`src/wssh_pkg.sv`:
```
// Package for the weather station serial host: beat types, codes and constants.
// No dependencies; every module of the block imports it.
package wssh_pkg;

  localparam int MAX_NIBBLES = 80;
  localparam int IDX_W = $clog2(MAX_NIBBLES);
  localparam int CNT_W = $clog2(MAX_NIBBLES + 1);
  localparam int LEN_W = 7;

  localparam logic [7:0] SET_CODE_RST   = 8'd18;
  localparam logic [7:0] UNSET_CODE_RST = 8'd50;
  localparam logic [7:0] WR_CODE_RST    = 8'd66;

  localparam logic [7:0] ADDR_TX_BASE = 8'h82;
  localparam logic [7:0] RD_TX_BASE   = 8'hC2;
  localparam logic [7:0] RD_ACK_BASE  = 8'h30;
  localparam logic [7:0] RESET_TX     = 8'h06;
  localparam logic [7:0] RESET_REPLY  = 8'h02;
  localparam logic [7:0] ACK_K_SET    = 8'h04;
  localparam logic [7:0] ACK_K_UNSET  = 8'h0C;
  localparam logic [7:0] ACK_K_NIB    = 8'h10;

  typedef enum logic [1:0] {
    CFG_SET_CODE   = 2'd0,
    CFG_UNSET_CODE = 2'd1,
    CFG_WR_CODE    = 2'd2
  } cfg_idx_e;

  typedef enum logic [2:0] {
    OP_LOAD    = 3'd0,
    OP_RESET   = 3'd1,
    OP_READ    = 3'd2,
    OP_WRITE   = 3'd3,
    OP_RX      = 3'd4,
    OP_TIMEOUT = 3'd5
  } op_e;

  typedef enum logic [1:0] {
    MODE_SET   = 2'd0,
    MODE_UNSET = 2'd1,
    MODE_NIB   = 2'd2
  } mode_e;

  typedef enum logic [2:0] {
    ST_OK       = 3'd0,
    ST_BAD_ACK  = 3'd1,
    ST_BAD_SUM  = 3'd2,
    ST_TIMEOUT  = 3'd3,
    ST_BAD_ARG  = 3'd4,
    ST_NO_REPLY = 3'd5
  } status_e;

  typedef enum logic [3:0] {
    PH_IDLE    = 4'd0,
    PH_RESET   = 4'd1,
    PH_ADDR_RD = 4'd2,
    PH_ADDR_WR = 4'd3,
    PH_RD_CMD  = 4'd4,
    PH_RD_DATA = 4'd5,
    PH_RD_SUM  = 4'd6,
    PH_WR_DATA = 4'd7
  } phase_e;

  typedef struct packed {
    logic [2:0]       op;
    logic [15:0]      address;
    logic [LEN_W-1:0] count;
    logic [1:0]       mode;
    logic [3:0]       nibble;
    logic [7:0]       rx_byte;
  } wssh_in_t;

  typedef struct packed {
    logic       tx_valid;
    logic [7:0] tx_byte;
    logic       data_valid;
    logic [7:0] data_byte;
    logic       done_res;
    logic [2:0] status;
  } wssh_out_t;

  typedef struct packed {
    logic [7:0] set_code;
    logic [7:0] unset_code;
    logic [7:0] wr_code;
  } wssh_cfg_t;

endpackage

```
`src/wssh_nib_buf.sv`:
```
// Write nibble buffer: one write port, one read port with registered data.
// Depends on wssh_pkg for depth and index width.
module wssh_nib_buf import wssh_pkg::*; (
  input  logic             clk_i,
  input  logic             we_i,
  input  logic [IDX_W-1:0] waddr_i,
  input  logic [3:0]       wdata_i,
  input  logic [IDX_W-1:0] raddr_i,
  output logic [3:0]       rdata_o
);

  logic [3:0] mem [MAX_NIBBLES];
  logic [3:0] rdata_q;

  always_ff @(posedge clk_i) begin
    if (we_i) begin
      mem[waddr_i] <= wdata_i;
    end
  end

  always_ff @(posedge clk_i) begin
    rdata_q <= mem[raddr_i];
  end

  assign rdata_o = rdata_q;

endmodule

```
`src/wssh_engine.sv`:
```
// Protocol engine: transaction state and the step rule for one event beat.
// Depends on wssh_pkg and wssh_nib_buf.
module wssh_engine import wssh_pkg::*; (
  input  logic      clk_i,
  input  logic      rst_ni,
  input  logic      fire_i,
  input  wssh_in_t  item_i,
  input  wssh_cfg_t cfg_i,
  output logic      res_valid_o,
  output wssh_out_t res_o
);

  phase_e           phase_q, phase_d;
  logic [15:0]      addr_q, addr_d;
  logic [LEN_W-1:0] step_q, step_d;
  logic [LEN_W-1:0] len_q, len_d;
  logic [1:0]       mode_q, mode_d;
  logic [7:0]       exp_ack_q, exp_ack_d;
  logic [7:0]       sum_q, sum_d;
  logic             seen_q, seen_d;
  logic [CNT_W-1:0] load_cnt_q, load_cnt_d;

  logic             buf_we;
  logic [IDX_W-1:0] buf_raddr;
  logic [3:0]       buf_rdata;

  logic [LEN_W-1:0] step_inc;
  logic [LEN_W-1:0] nbyte;
  logic [LEN_W:0]   len_plus;
  logic [3:0]       start_nib;
  logic [3:0]       next_nib;
  logic [7:0]       wr_code;
  logic [7:0]       wr_k;
  logic [LEN_W-1:0] prefetch;

  function automatic logic [3:0] addr_nib(logic [15:0] a, logic [1:0] idx);
    logic [3:0] n;
    unique case (idx)
      2'd0:    n = a[15:12];
      2'd1:    n = a[11:8];
      2'd2:    n = a[7:4];
      default: n = a[3:0];
    endcase
    return n;
  endfunction

  wssh_nib_buf u_buf (
    .clk_i   (clk_i),
    .we_i    (buf_we),
    .waddr_i (load_cnt_q[IDX_W-1:0]),
    .wdata_i (item_i.nibble),
    .raddr_i (buf_raddr),
    .rdata_o (buf_rdata)
  );

  assign step_inc  = step_q + LEN_W'(1);
  assign len_plus  = {1'b0, len_q} + (LEN_W+1)'(1);
  assign nbyte     = len_plus[LEN_W:1];
  assign start_nib = item_i.address[15:12];
  assign next_nib  = addr_nib(addr_q, step_inc[1:0]);

  always_comb begin
    unique case (mode_q)
      MODE_SET:   begin wr_code = cfg_i.set_code;   wr_k = ACK_K_SET;   end
      MODE_UNSET: begin wr_code = cfg_i.unset_code; wr_k = ACK_K_UNSET; end
      default:    begin wr_code = cfg_i.wr_code;    wr_k = ACK_K_NIB;   end
    endcase
  end

  // Keep the buffer output one nibble ahead of the write data phase.
  assign prefetch = step_d + LEN_W'(1);
  always_comb begin
    buf_raddr = '0;
    if (phase_d == PH_WR_DATA && ({1'b0, prefetch} < (LEN_W+1)'(MAX_NIBBLES))) begin
      buf_raddr = prefetch[IDX_W-1:0];
    end
  end

  always_comb begin
    phase_d     = phase_q;
    addr_d      = addr_q;
    step_d      = step_q;
    len_d       = len_q;
    mode_d      = mode_q;
    exp_ack_d   = exp_ack_q;
    sum_d       = sum_q;
    seen_d      = seen_q;
    load_cnt_d  = load_cnt_q;
    buf_we      = 1'b0;
    res_valid_o = 1'b0;
    res_o       = '0;
    if (fire_i) begin
      unique case (item_i.op)
        OP_LOAD: begin
          if (phase_q == PH_IDLE && load_cnt_q < CNT_W'(MAX_NIBBLES)) begin
            buf_we     = 1'b1;
            load_cnt_d = load_cnt_q + CNT_W'(1);
          end
        end
        OP_RESET: begin
          if (phase_q == PH_IDLE) begin
            phase_d        = PH_RESET;
            seen_d         = 1'b0;
            res_valid_o    = 1'b1;
            res_o.tx_valid = 1'b1;
            res_o.tx_byte  = RESET_TX;
          end
        end
        OP_READ: begin
          if (phase_q == PH_IDLE) begin
            res_valid_o = 1'b1;
            if (item_i.count == '0 ||
                {1'b0, item_i.count} > (LEN_W+1)'(MAX_NIBBLES)) begin
              res_o.done_res = 1'b1;
              res_o.status   = ST_BAD_ARG;
            end else begin
              addr_d         = item_i.address;
              len_d          = item_i.count;
              step_d         = '0;
              phase_d        = PH_ADDR_RD;
              exp_ack_d      = {4'h0, start_nib};
              res_o.tx_valid = 1'b1;
              res_o.tx_byte  = {2'b00, start_nib, 2'b00} + ADDR_TX_BASE;
            end
          end
        end
        OP_WRITE: begin
          if (phase_q == PH_IDLE) begin
            load_cnt_d  = '0;
            res_valid_o = 1'b1;
            if (item_i.mode > MODE_NIB ||
                (item_i.mode == MODE_NIB &&
                 {1'b0, item_i.count} > (LEN_W+1)'(MAX_NIBBLES)) ||
                (item_i.mode != MODE_NIB && item_i.count > LEN_W'(1))) begin
              res_o.done_res = 1'b1;
              res_o.status   = ST_BAD_ARG;
            end else begin
              addr_d         = item_i.address;
              len_d          = item_i.count;
              mode_d         = item_i.mode;
              step_d         = '0;
              phase_d        = PH_ADDR_WR;
              exp_ack_d      = {4'h0, start_nib};
              res_o.tx_valid = 1'b1;
              res_o.tx_byte  = {2'b00, start_nib, 2'b00} + ADDR_TX_BASE;
            end
          end
        end
        OP_RX: begin
          unique case (phase_q)
            PH_RESET: begin
              if (item_i.rx_byte == RESET_REPLY) seen_d = 1'b1;
            end
            PH_ADDR_RD, PH_ADDR_WR: begin
              res_valid_o = 1'b1;
              if (item_i.rx_byte != exp_ack_q) begin
                phase_d        = PH_IDLE;
                res_o.done_res = 1'b1;
                res_o.status   = ST_BAD_ACK;
              end else if (step_inc < LEN_W'(4)) begin
                step_d         = step_inc;
                exp_ack_d      = {2'b00, step_inc[1:0], next_nib};
                res_o.tx_valid = 1'b1;
                res_o.tx_byte  = {2'b00, next_nib, 2'b00} + ADDR_TX_BASE;
              end else if (phase_q == PH_ADDR_RD) begin
                step_d         = '0;
                phase_d        = PH_RD_CMD;
                exp_ack_d      = RD_ACK_BASE + 8'(nbyte);
                res_o.tx_valid = 1'b1;
                res_o.tx_byte  = RD_TX_BASE + {nbyte[5:0], 2'b00};
              end else if (len_q == '0) begin
                step_d         = '0;
                phase_d        = PH_IDLE;
                res_o.done_res = 1'b1;
                res_o.status   = ST_OK;
              end else begin
                step_d         = '0;
                phase_d        = PH_WR_DATA;
                exp_ack_d      = {4'h0, buf_rdata} + wr_k;
                res_o.tx_valid = 1'b1;
                res_o.tx_byte  = wr_code + {2'b00, buf_rdata, 2'b00};
              end
            end
            PH_RD_CMD: begin
              if (item_i.rx_byte != exp_ack_q) begin
                phase_d        = PH_IDLE;
                res_valid_o    = 1'b1;
                res_o.done_res = 1'b1;
                res_o.status   = ST_BAD_ACK;
              end else begin
                phase_d = PH_RD_DATA;
                step_d  = '0;
                sum_d   = '0;
              end
            end
            PH_RD_DATA: begin
              sum_d            = sum_q + item_i.rx_byte;
              step_d           = step_inc;
              if (step_inc >= nbyte) phase_d = PH_RD_SUM;
              res_valid_o      = 1'b1;
              res_o.data_valid = 1'b1;
              res_o.data_byte  = item_i.rx_byte;
            end
            PH_RD_SUM: begin
              phase_d        = PH_IDLE;
              res_valid_o    = 1'b1;
              res_o.done_res = 1'b1;
              res_o.status   = (item_i.rx_byte == sum_q) ? ST_OK : ST_BAD_SUM;
            end
            PH_WR_DATA: begin
              res_valid_o = 1'b1;
              if (item_i.rx_byte != exp_ack_q) begin
                phase_d        = PH_IDLE;
                res_o.done_res = 1'b1;
                res_o.status   = ST_BAD_ACK;
              end else if (step_inc >= len_q) begin
                step_d         = step_inc;
                phase_d        = PH_IDLE;
                res_o.done_res = 1'b1;
                res_o.status   = ST_OK;
              end else begin
                step_d         = step_inc;
                exp_ack_d      = {4'h0, buf_rdata} + wr_k;
                res_o.tx_valid = 1'b1;
                res_o.tx_byte  = wr_code + {2'b00, buf_rdata, 2'b00};
              end
            end
            default: ;
          endcase
        end
        OP_TIMEOUT: begin
          if (phase_q != PH_IDLE) begin
            phase_d        = PH_IDLE;
            res_valid_o    = 1'b1;
            res_o.done_res = 1'b1;
            if (phase_q == PH_RESET) begin
              res_o.status = seen_q ? ST_OK : ST_NO_REPLY;
            end else begin
              res_o.status = ST_TIMEOUT;
            end
          end
        end
        default: ;
      endcase
    end
  end

  always_ff @(posedge clk_i or negedge rst_ni) begin
    if (!rst_ni) begin
      phase_q    <= PH_IDLE;
      addr_q     <= '0;
      step_q     <= '0;
      len_q      <= '0;
      mode_q     <= '0;
      exp_ack_q  <= '0;
      sum_q      <= '0;
      seen_q     <= 1'b0;
      load_cnt_q <= '0;
    end else begin
      phase_q    <= phase_d;
      addr_q     <= addr_d;
      step_q     <= step_d;
      len_q      <= len_d;
      mode_q     <= mode_d;
      exp_ack_q  <= exp_ack_d;
      sum_q      <= sum_d;
      seen_q     <= seen_d;
      load_cnt_q <= load_cnt_d;
    end
  end

endmodule

```
`src/weather_station_serial_host_top.sv`:
```
// Top level of the weather station serial host: input stage, output stage, config registers.
// Depends on wssh_pkg and wssh_engine.
//
// Usage: feed event beats (load nibble, start reset/read/write, received byte,
// timeout) on the in channel; each beat yields zero or one result beat on the
// out channel (a byte to transmit, a read data byte, or a done status).
// Both channels are valid/stall: a beat moves when valid is high and stall low.
// Path: an accepted beat is registered in the input stage, stepped through
// the engine and its result is registered in the output register.
// Throughput: one beat per cycle while the receiver does not stall; the
// step rule is combinational and the nibble buffer read is prefetched one
// beat ahead.
// Receiver stall: the result holds in the output register; the input stage
// holds its beat and raises in_stall_o once it is full.
// Config: write the three write-mode encode codes through cfg_we_i/cfg_idx_i
// while idle; indexes beyond the list are dropped.
// Reset: clears phase, counters and both stages; codes return to defaults.
// The nibble buffer contents are not cleared.
module weather_station_serial_host_top import wssh_pkg::*; (
  input  logic      clk_i,
  input  logic      rst_ni,
  input  logic      in_valid_i,
  output logic      in_stall_o,
  input  wssh_in_t  in_data_i,
  output logic      out_valid_o,
  input  logic      out_stall_i,
  output wssh_out_t out_data_o,
  input  logic       cfg_we_i,
  input  logic [1:0] cfg_idx_i,
  input  logic [7:0] cfg_wdata_i
);

  logic      s1_valid_q, s1_valid_d;
  wssh_in_t  s1_q;
  logic      s1_adv;
  logic      fire;
  logic      in_accept;
  logic      out_valid_q, out_valid_d;
  wssh_out_t out_q;
  wssh_cfg_t cfg_q;
  logic      res_valid;
  wssh_out_t res;

  // Advance the input beat whenever the output register is free or draining.
  assign s1_adv     = !out_valid_q || !out_stall_i;
  assign fire       = s1_valid_q && s1_adv;
  assign in_stall_o = s1_valid_q && !s1_adv;
  assign in_accept  = in_valid_i && !in_stall_o;

  always_comb begin
    s1_valid_d = s1_valid_q;
    if (in_accept) begin
      s1_valid_d = 1'b1;
    end else if (s1_adv) begin
      s1_valid_d = 1'b0;
    end
  end

  always_ff @(posedge clk_i) begin
    if (in_accept) s1_q <= in_data_i;
  end

  wssh_engine u_engine (
    .clk_i       (clk_i),
    .rst_ni      (rst_ni),
    .fire_i      (fire),
    .item_i      (s1_q),
    .cfg_i       (cfg_q),
    .res_valid_o (res_valid),
    .res_o       (res)
  );

  // Load the result on a step; otherwise drop it once taken.
  always_comb begin
    out_valid_d = out_valid_q && out_stall_i;
    if (fire) out_valid_d = res_valid;
  end

  always_ff @(posedge clk_i) begin
    if (fire) out_q <= res;
  end

  always_ff @(posedge clk_i or negedge rst_ni) begin
    if (!rst_ni) begin
      s1_valid_q  <= 1'b0;
      out_valid_q <= 1'b0;
    end else begin
      s1_valid_q  <= s1_valid_d;
      out_valid_q <= out_valid_d;
    end
  end

  always_ff @(posedge clk_i or negedge rst_ni) begin
    if (!rst_ni) begin
      cfg_q.set_code   <= SET_CODE_RST;
      cfg_q.unset_code <= UNSET_CODE_RST;
      cfg_q.wr_code    <= WR_CODE_RST;
    end else if (cfg_we_i) begin
      unique case (cfg_idx_i)
        CFG_SET_CODE:   cfg_q.set_code   <= cfg_wdata_i;
        CFG_UNSET_CODE: cfg_q.unset_code <= cfg_wdata_i;
        CFG_WR_CODE:    cfg_q.wr_code    <= cfg_wdata_i;
        default: ;
      endcase
    end
  end

  assign out_valid_o = out_valid_q;
  assign out_data_o  = out_q;

  // A result carries exactly one kind of payload.
  a_one_kind: assert property (@(posedge clk_i) disable iff (!rst_ni)
    out_valid_o |-> $countones({out_data_o.tx_valid, out_data_o.data_valid,
                                out_data_o.done_res}) == 1)
    else $error("result beat carries not exactly one kind");

  // Status is zero unless the beat reports a finished transaction.
  a_status_zero: assert property (@(posedge clk_i) disable iff (!rst_ni)
    (out_valid_o && !out_data_o.done_res) |-> out_data_o.status == ST_OK)
    else $error("status set on a non-done beat");

  // A blocked input beat stays in place.
  a_s1_hold: assert property (@(posedge clk_i) disable iff (!rst_ni)
    (s1_valid_q && !s1_adv) |=> (s1_valid_q && $stable(s1_q)))
    else $error("input stage lost a blocked beat");

  // A step never overwrites a result that is still stalled.
  a_no_overwrite: assert property (@(posedge clk_i) disable iff (!rst_ni)
    (out_valid_q && out_stall_i) |-> !fire)
    else $error("step fired into a stalled output register");

endmodule
```
`config.mk`:
```
export PLATFORM = sky130hd
export DESIGN_NAME = weather_station_serial_host_top
export DESIGN_NICKNAME = d
export VERILOG_FILES = /design/src/wssh_pkg.sv /design/src/wssh_nib_buf.sv /design/src/wssh_engine.sv /design/src/weather_station_serial_host_top.sv
export SDC_FILE = /design/constraint.sdc
export NUM_CORES = 1
export LEC_CHECK = 0
export BUFFER_PORTS_ARGS = -buffer_cell sky130_fd_sc_hd__buf_2
export CAP_MARGIN = 20
export CORE_ASPECT_RATIO = 0.8
export CORE_MARGIN = 2
export CORE_UTILIZATION = 27
export DETAILED_ROUTE_END_ITERATION = 10
export GPL_ROUTABILITY_DRIVEN = 0
export PLACE_DENSITY_LB_ADDON = 0.25
export SKIP_CTS_REPAIR_TIMING = 1
export SYNTH_ARGS = -nofsm -noshare
export SYNTH_HDL_FRONTEND = slang
export SYNTH_SLANG_ARGS = --single-unit
export TNS_END_PERCENT = 10
```
`constraint.sdc`:
```
create_clock -name clk_i -period 8.6 [get_ports clk_i]
set_input_delay 2.15 -clock clk_i [delete_from_list [all_inputs] [get_ports clk_i]]
set_output_delay 2.15 -clock clk_i [all_outputs]
set_load 0.02 [all_outputs]
```
* Yosys cells after proc, flatten, opt, wreduce, memory -nomap -nowiden
Memories as Yosys holds them, arrays and structs flattened. A register that Yosys moved wholly into a read port is not among the register bits. Cells that the tools add are included.
Storage, ports and cells: flip-flop bits (word level) 148, bits in writable memories 320, input bits 55, output and inout bits 24, word-level logic and storage cells 234, memories 1
Memory list:
- u_engine.u_buf.mem | depth 80, bits a word 4, rd ports 1, clocked after memory_dff 1, wr ports 1, line wssh_nib_buf.sv:12 | logic [3:0] mem [MAX_NIBBLES];
Cells by class: add/subtract/negate cells 11, order comparisons 8, equality and inequality tests 37, muxes and demuxes 107, bitwise logic cells 1, reductions and logical operators 43
Operator list (number):
- $mux W7 | 16
- $mux W9 | 12
- $mux W4 | 25
- $mux W8 | 11
- $mux W16 | 4
- $pmux W8 S2 | 3
- $pmux W4 S5 | 2
- $pmux W9 S4 | 1
- $pmux W16 S2 | 1
- $pmux W4 S4 | 2
- $pmux W7 S2 | 2
- $pmux W7 S4 | 1
- $pmux W8 S3 | 1
- $add A7 B1 Y7 const B | 3
- $pmux W7 S3 | 1
- $eq A4 B3 Y1 const B | 5
- $pmux W9 S2 | 1
- $add A6 B8 Y8 const B | 2
- $ge A7 B7 Y1 | 2
- $logic_not A7 Y1 | 2
- $lt A7 B7 Y1 const B | 2
- $mux W1 | 14
- $mux W3 | 4
- $ne A2 B1 Y1 const B | 6
- other kinds (46) | 84

* Logic depth before layout (Yosys ltp)
word-level depth 12, mapped depth 32, gate-level depth less buffers 23

* Modules after synthesis
A second synthesis with hierarchy kept.
Unflattened totals: cell total of the unflattened synthesis 1418, area total of the unflattened synthesis 21214.1 um^2
By module, submodules not included:
- wssh_nib_buf | times used 1, cells each 646, area an instance 12849.8 um^2, sequential area each 9689.3 um^2
- wssh_engine | times used 1, cells each 651, area an instance 5494.0 um^2, sequential area each 1501.4 um^2
- weather_station_serial_host_top | times used 1, cells each 121, area an instance 2870.3 um^2, sequential area each 2521.2 um^2

* Worst setup path before layout
Ideal clock, no wire load.
kind input-to-reg, start point in out_stall_i, end point reg u_engine.u_buf.rdata_q[2], in the netlist u_engine.u_buf.rdata_o[2], read port of u_engine.u_buf.mem, setup time 0.130 ns, arrival 6.725 ns, required time 8.470 ns, path slack 1.745 ns, stages 23, path through a21bo_2 -> clkbuf_1 -> inv_1 -> buf_2 -> nand2_1 -> o22ai_1 -> a211oi_1 -> inv_1 -> clkbuf_1 -> clkbuf_1 -> buf_1 -> ha_1 -> and3_1 -> o21ba_2 -> o31ai_4 -> o211a_2 -> nand2_4 -> buf_6 -> buf_6 -> o32ai_1 -> o32ai_1 -> o221ai_1 -> o211ai_1
On the way: cells in the longest elaborated chain, start to end 8
RTL lines:
- start, declared | line weather_station_serial_host_top.sv:26 | input logic out_stall_i,
- $logic_not A1 Y1 * | line weather_station_serial_host_top.sv:45 | assign s1_adv = !out_valid_q || !out_stall_i;
- $logic_or A1 B1 Y1 * | line weather_station_serial_host_top.sv:45
- $logic_and A1 B1 Y1 * | line weather_station_serial_host_top.sv:46 | assign fire = s1_valid_q && s1_adv;
- named net fire | line weather_station_serial_host_top.sv:36 | logic fire;
- $mux W7 * | line wssh_engine.sv:92 | if (fire_i) begin
- named net u_engine.step_d[0] | line wssh_engine.sv:15 | logic [LEN_W-1:0] step_q, step_d;
- $add A7 B1 Y7 * | line wssh_engine.sv:71 | assign prefetch = step_d + LEN_W'(1);
- $lt A7 B7 Y1 | line wssh_engine.sv:74 | if (phase_d == PH_WR_DATA && ({1'b0, prefetch} < (LEN_W+1)'(MAX_NIBBLES))) begin
- $logic_and A1 B1 Y1 | line wssh_engine.sv:74
- $mux W7 * | line wssh_engine.sv:74
- end, declared | line wssh_nib_buf.sv:13 | logic [3:0] rdata_q;
The timed path passes the listed nets; every way through them passes the cells marked *. A chain may end at the register's enable or synchronous reset.

* Worst setup path in the final report
start point reg s1_q[5] in the netlist's numbering, end point reg u_engine.u_buf.rdata_q[3], in the netlist u_engine.u_buf.rdata_o[3], read port of u_engine.u_buf.mem
On the way: cells in the longest elaborated chain, start to end 9
RTL lines:
- start, declared | line weather_station_serial_host_top.sv:34 | wssh_in_t s1_q;
- start signal, assigned | line weather_station_serial_host_top.sv:60 | if (in_accept) s1_q <= in_data_i;
- $ne A8 B8 Y1 * | line wssh_engine.sv:156, wssh_engine.sv:185, wssh_engine.sv:212
- $mux W7, on equally long branches | line wssh_engine.sv:212, wssh_engine.sv:156, wssh_engine.sv:185
- $pmux W7 S4 | line wssh_engine.sv:150 | unique case (phase_q)
- $pmux W7 S3 | line wssh_engine.sv:93 | unique case (item_i.op)
- $mux W7 | line wssh_engine.sv:92
- $add A7 B1 Y7 | line wssh_engine.sv:71
- $lt A7 B7 Y1 | line wssh_engine.sv:74
- $logic_and A1 B1 Y1 | line wssh_engine.sv:74
- $mux W7 * | line wssh_engine.sv:74
Mark *: on every way between the ends. The rest lies on a longest branch, timed or not.

==> impl_metrics.py <==
metrics = {
    "place": {
        "dp_hpwl_um": 43300,
        "port_buffers": 78,
    },
    "synthesis": {
        "async_flop_share": 0.182,
        "mappedNetlistArea_mm2": 0.0219,
        "synth_flop_cell": "edfxtp_1",
        "avgSynthCellArea_um2": 12.1,
        "synth-edff-count": 382,
        "yosys_register_bits": 472,
        "netlist_instances": 1804,
        "syn_nets": 1898,
        "yosysUniqueCellTypes": 102,
        "yosysWarnings": 0,
        "synth_seq_area_share": 0.627,
    },
    "drt": {
        "drt-pass1-iter-count": 6,
        "met2WireLength_um": 28600,
        "drtAntennaViolNets": 0,
        "drt_first_iter_violations": 1378,
        "dr_wl_met3_um": 4850,
        "drc": 0,
        "wl_per_cell_um": 22.4,
        "maxUsedRoutingLayer": "met4",
        "vias_per_cell": 5.17,
        "drt_wl_total_um": 65900,
        "met1_length_um": 31000,
        "routed-via-count": 15200,
    },
    "global_route": {
        "grt_start_max_net_pins": 81,
        "grt-ovfl-total": 0,
        "grt_use_total": 0.156,
        "grt_pass1_vias": 14900,
        "antenna_found_initial": 1,
        "grt_pass1_wl_um": 98700,
    },
    "power": {
        "peakVddDrop_uv": 142,
        "swShare": 0.311,
        "total_power_mw": 6.31,
        "p_leak_nw": 8.82,
        "p_per_area_mw_per_mm2": 252,
        "p_clk_frac": 0.351,
        "internal-power_mw": 4.34,
        "seq_power_share": 0.442,
        "switching_power_mw": 1.96,
        "power_frac_comb": 0.207,
    },
    "setup_path": {
        "cp_max_fo": 41,
        "endpoint": "u_engine.u_buf.rdata_o[3]",
        "worstSetupEndpointType": "flop",
        "regToRegSetupSlack_ns": 1.69,
        "ff2ff_path_depth": 23,
        "cp-startpoint": "s1_q[5]",
        "r2r_end": "u_engine.u_buf.rdata_o[3]",
        "critPathLaunchType": "flop",
        "criticalPathCategory": "flop to flop",
        "critPathArrivalTime_ns": 7.43,
        "crit_required_ns": 9.12,
        "r2r_start": "s1_q[5]",
    },
    "clock_tree": {
        "clk_path_buf_depth": 3,
        "cts_buffers": 53,
        "cts-root-buf": "clkbuf_16",
        "clkTransAtPathRegs_ns": 0.06,
        "clk_latency_ns": 0.62,
        "cts.sink_count": 472,
        "htree_levels": 2,
        "cts_tree": "yes",
    },
    "die": {
        "ios": 79,
        "fp-row-count": 93,
        "die_area_mm2": 0.0832,
        "die_y_um": 258,
        "die_w_um": 322,
        "start_util": 0.272,
        "core_area_mm2": 0.0803,
    },
    "timing": {
        "fmax_ghz": 0.145,
        "layout_min_cycle_time_ns": 6.91,
        "timing.setup.tns_ns": 0,
        "slew_headroom": 0.231,
        "finalHoldViolations": 0,
        "rsz0062_at_grt": "false",
        "finClkSkew_ns": 0.0311,
        "slew_violations": 0,
        "worst_pin_slew_ns": 1.14,
        "fin_crit_sh": 0.804,
        "setup_viol": 0,
    },
    "hold_path": {
        "hold_depth": 1,
        "hp-class": "flop to flop",
        "hp-start": "s1_q[32]",
    },
    "layout": {
        "mostFrequentLayoutCells": "edfxtp_1 (382), nand2_1 (238), nor2_1 (170)",
        "layout-drive-gt1-share": 0.146,
        "syn_to_final_growth_pct": 14.3,
        "nNetsFinal": 1957,
        "final_common_cell": "edfxtp_1",
        "multiInputGateArea_mm2": 0.00753,
        "seq_area_mm2": 0.0137,
        "fillers": 8107,
    },
    "job": {
        "cap_viol_max_count": 0,
    },
    "run_status": {
        "status": "completed",
    },
}
cell usage after synthesis (all sizes together), types with 8 or more instances:
master | count | area, um^2
edfxtp | 382 | 11500
nand2 | 239 | 905
nor2 | 175 | 688
a21oi | 107 | 539
dfrtp | 79 | 1980
o21ai | 73 | 369
nand3 | 64 | 320
mux2i | 55 | 551
buf | 52 | 329
mux2 | 49 | 552
clkbuf | 48 | 180
nor3 | 42 | 215
inv | 38 | 145
ha | 36 | 450
xnor2 | 23 | 201
and3 | 22 | 138
a31oi | 20 | 125
a211oi | 18 | 140
o211ai | 14 | 124
nand4 | 13 | 81.3
nor4 | 13 | 93.8
o31ai | 13 | 111
xor2 | 13 | 114
a21o | 11 | 82.6
o22ai | 11 | 68.8
a32oi | 10 | 87.6
nor2b | 10 | 62.6
and2 | 9 | 56.3
or3 | 9 | 56.3
a22o | 8 | 70.1
o32ai | 8 | 70.1
layout make-up:
class | instances | share of cell area
multi-input cells | 1194 | 0.302
flip-flops and latches | 472 | 0.549
repair buffers | 104 | 0.0244
clock inverters | 27 | 0.0101
clock buffers | 68 | 0.0570
diodes | 1 | 0.000100
well taps | 1045 | 0.0523
inverters | 38 | 0.00581
power groups by stage:
stage / registers [mW] / logic [mW] / clock network [mW]
after CTS: 2.78 / 1.30 / 2.26
after global routing: 2.80 / 1.43 / 2.35
after global placement: 2.82 / 1.28 / 0
after floorplan: 2.78 / 0.875 / 0
final: 2.79 / 1.31 / 2.22
after detailed placement: 2.83 / 1.29 / 0
how the worst min path moves through the flow:
| stage | to | slack (ns) |
|---|---|---|
| floorplan | u_engine.sum_q[2] | 0.45 |
| global placement | u_engine.sum_q[3] | 0.47 |
| detailed placement | u_engine.addr_q[11] | 0.47 |
| CTS | u_engine.addr_q[11] | 0.48 |
| global route | u_engine.addr_q[8] | 0.50 |
| finish | u_engine.addr_q[11] | 0.48 |
layer usage:
| layer | global-route usage | vias to the layer above |
|---|---|---|
| li1 | - | 6881 |
| met1 | 0.232 | 7709 |
| met2 | 0.232 | 572 |
| met3 | 0.0293 | 84 |
| met4 | 0.0427 | 0 |
| met5 | 0 | - |
stage by stage:
| step | util | cell area (um^2) | setup WS [ns] | cells | hold slack (ns) |
|---|---|---|---|---|---|
| detailed placement | 0.290 | 23300 | 1.09 | 2853 | 0.469 |
| finish | 0.311 | 25000 | 1.69 | 2949 | 0.479 |
| global route | 0.311 | 25000 | 1.26 | 2948 | 0.500 |
| CTS | 0.311 | 25000 | 1.71 | 2948 | 0.481 |
| floorplan | - | 21900 | 1.74 | 1804 | 0.453 |
| global placement | 0.290 | 23300 | 1.24 | 2852 | 0.470 |
worst max-delay path, stage by stage, from the launching register on:
cell	delay, ns
edfxtp_1	0.52
xor2_1	0.19
nor4_1	0.81
and2_1	0.47
inv_4	0.16
ha_1	0.31
mux2i_1	0.07
a22o_1	0.24
a22oi_1	0.14
o22ai_1	0.16
a211oi_4	0.22
inv_2	0.06
ha_1	0.24
and3_1	0.17
o21ba_2	0.27
o31ai_4	0.38
o211a_2	0.77
buf_12	0.32
mux2i_1	0.24
a211o_1	0.14
a31oi_1	0.04
a221oi_1	0.46
nand3_1	0.19
a31o_1	0.21
kinds of logic after synthesis:
group,count (synthesis),synth area share
compound gates,384,0.121
xor+xnor,36,0.0144
fa+ha+maj,40,0.0238
buf+inv,138,0.0299
flops,472,0.627
mux,106,0.0525
simple gates,628,0.131
flip-flops by register name (all words and copies together), names as in the netlist:
name                    flops
u_engine.addr_q            16
u_engine.u_buf.rdata_o      4
out_valid_o                 1
out_data_o                 22
u_engine.u_buf.mem        320
u_engine.sum_q              8
s1_valid_q                  1
u_engine.seen_q             1
u_engine.mode_q             2
s1_q                       40
u_engine.exp_ack_q          8
u_engine.len_q              7
u_engine.phase_q            4
cfg_q                      24
u_engine.load_cnt_q         7
u_engine.step_q             7
Power figures use the tool's default switching activity.
